===== src/hdl/vrq_pkg.sv =====
`timescale 1ns / 1ps
package vrq_pkg;

  localparam int RING_BYTES_DEF   = 1024;
  localparam int HEADER_BYTES_DEF = 4;
  localparam int MAX_READ_DEF     = 64;

  localparam int ACTION_W = 3;
  localparam int COUNT_W  = 10;
  localparam int BYTE_W   = 8;
  localparam int STATUS_W = 2;
  localparam int FREEO_W  = 11;
  localparam int STEP_W   = 7;

  localparam logic [ACTION_W-1:0] ACT_PUSH_START = 3'd0;
  localparam logic [ACTION_W-1:0] ACT_PUSH_BYTE  = 3'd1;
  localparam logic [ACTION_W-1:0] ACT_POP        = 3'd2;
  localparam logic [ACTION_W-1:0] ACT_PEEK       = 3'd3;
  localparam logic [ACTION_W-1:0] ACT_CLEAR      = 3'd4;

  localparam logic [STATUS_W-1:0] ST_OK      = 2'd0;
  localparam logic [STATUS_W-1:0] ST_NO_ROOM = 2'd1;
  localparam logic [STATUS_W-1:0] ST_EMPTY   = 2'd2;
  localparam logic [STATUS_W-1:0] ST_SEQ     = 2'd3;

  typedef enum logic [2:0] {
    OP_START,
    OP_BYTE,
    OP_POP,
    OP_PEEK,
    OP_CLEAR,
    OP_NOP
  } op_t;

  typedef struct packed {
    op_t               op;
    logic [COUNT_W-1:0] count;
    logic [BYTE_W-1:0]  data;
  } cmd_t;

  typedef enum logic [2:0] {
    S_IDLE,
    S_HDR_WR,
    S_HDR_RD,
    S_LEN,
    S_DATA,
    S_FINAL
  } state_t;

endpackage


===== src/hdl/vrq_queue.sv =====
`timescale 1ns / 1ps
module vrq_queue import vrq_pkg::*; (
  input  logic clk,
  input  logic rst,
  input  logic wr_valid,
  input  cmd_t wr_cmd,
  output logic wr_ready,
  output logic rd_valid,
  output cmd_t rd_cmd,
  input  logic rd_ready
);

  cmd_t       slots [2];
  logic       wr_ptr;
  logic       rd_ptr;
  logic [1:0] fill;
  logic       push;
  logic       pull;

  assign wr_ready = fill != 2'd2;
  assign rd_valid = fill != 2'd0;
  assign rd_cmd   = slots[rd_ptr];
  assign push     = wr_valid && wr_ready;
  assign pull     = rd_valid && rd_ready;

  always_ff @(posedge clk) begin
    if (rst) begin
      wr_ptr <= 1'b0;
      rd_ptr <= 1'b0;
      fill   <= 2'd0;
    end else begin
      if (push) wr_ptr <= !wr_ptr;
      if (pull) rd_ptr <= !rd_ptr;
      if (push && !pull) fill <= fill + 2'd1;
      else if (pull && !push) fill <= fill - 2'd1;
    end
  end

  always_ff @(posedge clk) begin
    if (push) slots[wr_ptr] <= wr_cmd;
  end

endmodule


===== config.mk =====
export PLATFORM = sky130hd
export DESIGN_NAME = vrq_queue
export DESIGN_NICKNAME = d
export VERILOG_FILES = /design/src/hdl/vrq_pkg.sv /design/src/hdl/vrq_queue.sv
export SDC_FILE = /design/constraint.sdc
export NUM_CORES = 1
export LEC_CHECK = 0
export BUFFER_PORTS_ARGS = -buffer_cell sky130_fd_sc_hd__clkbuf_2
export CAP_MARGIN = 20
export CORE_ASPECT_RATIO = 0.9
export CORE_MARGIN = 2
export CORE_UTILIZATION = 54
export CTS_CLUSTER_DIAMETER = 80
export DETAILED_ROUTE_END_ITERATION = 8
export MAX_ROUTING_LAYER = met4
export PLACE_DENSITY = 0.91
export REMOVE_ABC_BUFFERS = 1
export SYNTH_ARGS = -nofsm -noshare
export SYNTH_HDL_FRONTEND = slang
export SYNTH_SLANG_ARGS = --single-unit

===== constraint.sdc =====
create_clock -name clk -period 4.8 [get_ports clk]
set_clock_uncertainty 0.1 [all_clocks]
set_input_delay 0.24 -clock clk [delete_from_list [all_inputs] [get_ports clk]]
set_output_delay 0.24 -clock clk [all_outputs]
set_load 0.01 [all_outputs]

* Word-level counts from Yosys, hierarchy flattened
Memories as Yosys holds them, arrays and structs flattened. A register that Yosys moved wholly into a read port is not among the register bits. Index checks and enable logic that the tools add are counted.
Cells by class: $add $sub $neg 2, multipliers 0, divide/modulo/power cells 0, $lt $le $gt $ge 0, equality and inequality tests 1, shift-type cells 0, multiplexer cells 6, bitwise logic cells 0, reduce and logical (&&, ||, !) cells 10
Operator list (count):
- $logic_and 1x1->1 | 4
- $logic_not 1->1 | 4
- $mux 1 | 4
- $mux 2 | 2
- $reduce_bool 2->1 | 2
- $add 2x1->2 const B | 1
- $ne 2x2->1 const B | 1
- $sub 2x1->2 const B | 1
Word-level totals: register bits 4, bits in latches 0, bits in writable memories 42, memory bits (read-only) 0, bits of input ports 25, output and inout port bits 23, logic and storage cells 23, memories 1
Memories:
- slots | depth 2, width 21, rd ports 1, clocked after memory_dff 1, write ports 1, line vrq_queue.sv:13 | cmd_t slots [2];

* Logic depth before layout (Yosys ltp)
word-level depth 6, mapped depth 6, depth with buffers taken out 6

* Worst setup path before layout
Ideal clock, no wire load.
kind flip-flop to flip-flop, from register fill[0], to memory slots[1][0] in the netlist's numbering, enable pin, arrival time 1224 ps, setup slack 3097 ps, cell stages (with the launch flop) 3, buffers on the path 0, period minus slack after synthesis 1703 ps, cells stage by stage dfxtp_1 > nand2b_1 > and3_1
Between the ends: longest elaborated chain between the ends 4
RTL lines:
- from (decl) | line vrq_queue.sv:16 | logic [1:0] fill;
- from (signal assigned) | line vrq_queue.sv:34 | if (push && !pull) fill <= fill + 2'd1;
- from (signal assigned) | line vrq_queue.sv:35 | else if (pull && !push) fill <= fill - 2'd1;
- $ne 2x2->1 | line vrq_queue.sv:20 | assign wr_ready = fill != 2'd2;
- net wr_ready | line vrq_queue.sv:7 | output logic wr_ready,
- $logic_and 1x1->1 | line vrq_queue.sv:23 | assign push = wr_valid && wr_ready;
- $mux 1 | line vrq_queue.sv:40 | if (push) slots[wr_ptr] <= wr_cmd;
- $mux 1 (not written as such) | line vrq_queue.sv:40
- to (decl) | line vrq_queue.sv:13
The timed path passes the listed nets, and every way through them passes these cells.

==> reports/qor.csv <==
stage,metric,value,unit
critical_path,CP max FO,21,
routing,post-DR wirelength/cell,14.0,um
finish,Area Growth Syn to Fin,30.9,%
critical_path,Worst Path Arrival,1.83,ns
finish,flip-flop and latch area,1360,um2
clocking,post-CTS sizing,0,
routing,Iter 0 DRT Violations,16,
routing,first drt pass iteration count,4,
power_and_ir_drop,Seq pwr share,56.2,%
timing,Tcrit/Tclk final,45.2,%
timing,final worst slack,2.63,ns
logic_synthesis,library cells used by synthesis,17,
global_route,first-pass GRT wire length,4.62,mm
timing,final setup fails,0,
logic_synthesis,Yosys reg bits,47,
logic_synthesis,"Seq/Total Area, Yosys",78.7,%
critical_path,worst reg2reg startpoint,fill[0],
critical_path,worst r2r dst,slots[1][1],
clocking,TritonCTS buffer count,5,
routing,Vias/cell,4.93,
placed_design,Port Buffers,47,
timing,final hold vios,0,
timing,Final Max Slew Viols,0,
logic_synthesis,synthesized cell area,1730,um2
power_and_ir_drop,Clock power frac,15.8,%
power_and_ir_drop,P_sw,0.000282,W
logic_synthesis,Mapped Cells,89,
finish,Multi-input gate area,355,um2
critical_path,"Max stage delay cell, worst path",dfxtp_1,
floorplan,FP Rows,19,
critical_path,Crit. End Element,primary output,
power_and_ir_drop,pwr/cell area,438,nW/um2
run_status,status,"finished, final reports clean",
timing,Fmax,461,MHz
timing,setup_tns,0,ns
power_and_ir_drop,sw frac,28.4,%
clocking,clk_lat worst skew,0.33,ns
power_and_ir_drop,Worst VDD drop,0.289,mV
clocking,CTS tree,done,
timing,Slew HR,35.7,%
critical_path,crit start category,flip-flop,
hold_path,end point of the worst hold path,rd_ptr,
global_route,number of global-route vias before repair,1056,
finish,final layout net count,188,
floorplan,chip width,63.7,um
hold_path,worst hold start,rst,
logic_synthesis,post-synthesis area per instance,19.4,um2
finish,ANT cells,0,
timing,Worst-Margin Slew,0.964,ns
floorplan,core area,3070,um2
floorplan,die area,3670,um2
clocking,Clock Sinks,47,
timing,min cycle time layout,2.17,ns
clocking,root buffer cell,clkbuf_4,
routing,Routed Antenna Nets,0,
flow_run,number of max-cap violations,0,
critical_path,crit path kind,reg -> out,
global_route,largest net degree at the start of global routing,22,
logic_synthesis,most area-hungry cell type in the Yosys netlist,edfxtp_1,
critical_path,CP peak stage delay,0.94,ns
hold_path,hold crit path type,in -> reg,
critical_path,"CP delay by family, top",flip-flops,
clocking,CTS Buffer Depth,2,
routing,DR vias,1006,
global_route,GR Util All Layers,17.6,%
floorplan,Initial Util,56.4,%
clocking,Worst-path clk slew,0.12,ns
finish,final instance area,2260,um2
placed_design,Post-DP HPWL,1.82,mm
critical_path,r2r setup slk,2.82,ns
placed_design,pre-CTS WS,2.84,ns
global_route,initial antenna violation count,0,
logic_synthesis,post-synth top area share,72.9,%
finish,"commonest cells after routing, fill and taps aside","47 x clkbuf_2, 42 x edfxtp_1, 21 x mux2_2, 21 x dlygate4sd3_1",
power_and_ir_drop,Leak Pwr,0.883,nW
hold_path,Hold Path Depth,2,
finish,share of layout cells above drive strength 1,46.9,%
floorplan,Top Ports,48,
critical_path,Register-to-Register Path Depth,2,
logic_synthesis,Ys Warns,0,
global_route,total grt overflow,0,
logic_synthesis,synth top area cells,"edfxtp_1 73%, mux2_2 14%, dfxtp_1 5.8%",
critical_path,CP Data Required Time,4.46,ns
critical_path,buffers and inverters on the worst path,1,
finish,"leading cell type in the layout, fill and taps excluded",clkbuf_2,
timing,RSZ-0062 raised after global routing,false,
placed_design,GPL Wtd Cong,0.645,
floorplan,Die Y,57.7,um
power_and_ir_drop,Internal Power,0.000710,W
routing,"wirelength, routed",2.85,mm
finish,fillcell total,205,
routing,DRC violations left,0,
critical_path,crit-path cells,mux2_2 -> clkbuf_2,
clocking,H-Tree Depth,2,
placed_design,"Cell Area, Placed",2010,um2
power_and_ir_drop,combinational fraction of design power,27.9,%
-- per-layer routing --
metal  GRT usage [%]  part of all wire [%]  routed length (um)  vias to the layer above
met5               -                     0                   0                        -
met4            6.52                   1.3                  36                        0
met3            4.47                   6.0                 171                        6
met2            31.1                    53                1500                       36
met1            19.4                    40                1140                      477
li1                -                     -                   -                      487
-- worst max path at each step --
stage	startpoint	endpoint	slack, ns	cells after the start
finish	flip-flop	rd_cmd[14]	2.63	2
global route	flip-flop	rd_cmd[8]	2.50	2
CTS	flip-flop	rd_cmd[19]	2.61	2
detailed placement	fill[0]	slots[1][6]	2.84	2
global placement	fill[0]	slots[1][6]	2.96	2
floorplan	fill[0]	slots[1][0]	3.10	2
-- through the flow --
stage | cells | total power, W | hold slack [ns] | utilization [%]
after detailed placement | 176 | 0.000833 | 0.332 | 65.5
after global placement | 176 | 0.000817 | 0.332 | 65.5
after CTS | 204 | 0.00100 | 0.00787 | 73.8
after floorplan | 87 | 0.000725 | 0.209 | -
after global routing | 204 | 0.00105 | 0.00385 | 73.8
final | 204 | 0.000992 | 0.0237 | 73.8
-- Yosys cell counts (all sizes together) --
cell and n:
or2 1, and2 1, nand2b 1, and3 1, edfxtp 42, o21ai 2
xor2 3, buf 2, mux2 21, ha 1, a21oi 2, nand3b 1
inv 1, a21bo 1, or3 1, nor2 3, dfxtp 5
-- final cells by class --
cell class	count	share of cell area, %
Clock buffer	5	1.66
Multi-Input combinational cell	39	15.7
Tap cell	42	2.32
Clock inverter	2	0.387
Sequential cell	47	60.1
Timing Repair Buffer	68	19.7
Inverter	1	0.166
-- state kept, by name, indices dropped and copies added (netlist names), named ones only --
name    count
fill        2
rd_ptr      1
slots      42
wr_ptr      1
-- kinds of logic (layout without fill, tap and decap cells) --
group                    Yosys count  after routing  share of synthesized area [%]
XOR/XNOR                           3              3                           1.52
AND/OR/NAND/NOR                    9              9                           2.89
flip-flops                        47             47                           78.7
adder cells (fa/ha/maj)            1              1                          0.723
buffers and inverters              3             76                          0.795
multiplexers                      21             21                           13.7
AO/OA/AOI/OAI                      5              5                           1.74
-- repair_timing --
| action | 4_1_cts | 5_1_grt |
|---|---|---|
| setup buffers | 0 | 0 |
| hold buffers | 21 | 0 |
| endpoints found under the hold margin | 42 | 0 |
-- worst reg2reg max path, cell delays in order (launching register included) --
cell      delay [ns]
dfxtp_1         0.44
nand2b_1        0.24
and3_1          0.83
-- power groups by stage --
stage          clock network [W]  logic [W]  registers, W
6_report                0.000157   0.000277      0.000558
5_1_grt                 0.000180   0.000304      0.000566
4_1_cts                 0.000164   0.000280      0.000558
3_5_place_dp                   0   0.000265      0.000567
3_3_place_gp                   0   0.000256      0.000562
2_1_floorplan                  0   0.000172      0.000553
No activity file was read; power rests on OpenSTA's default activity.
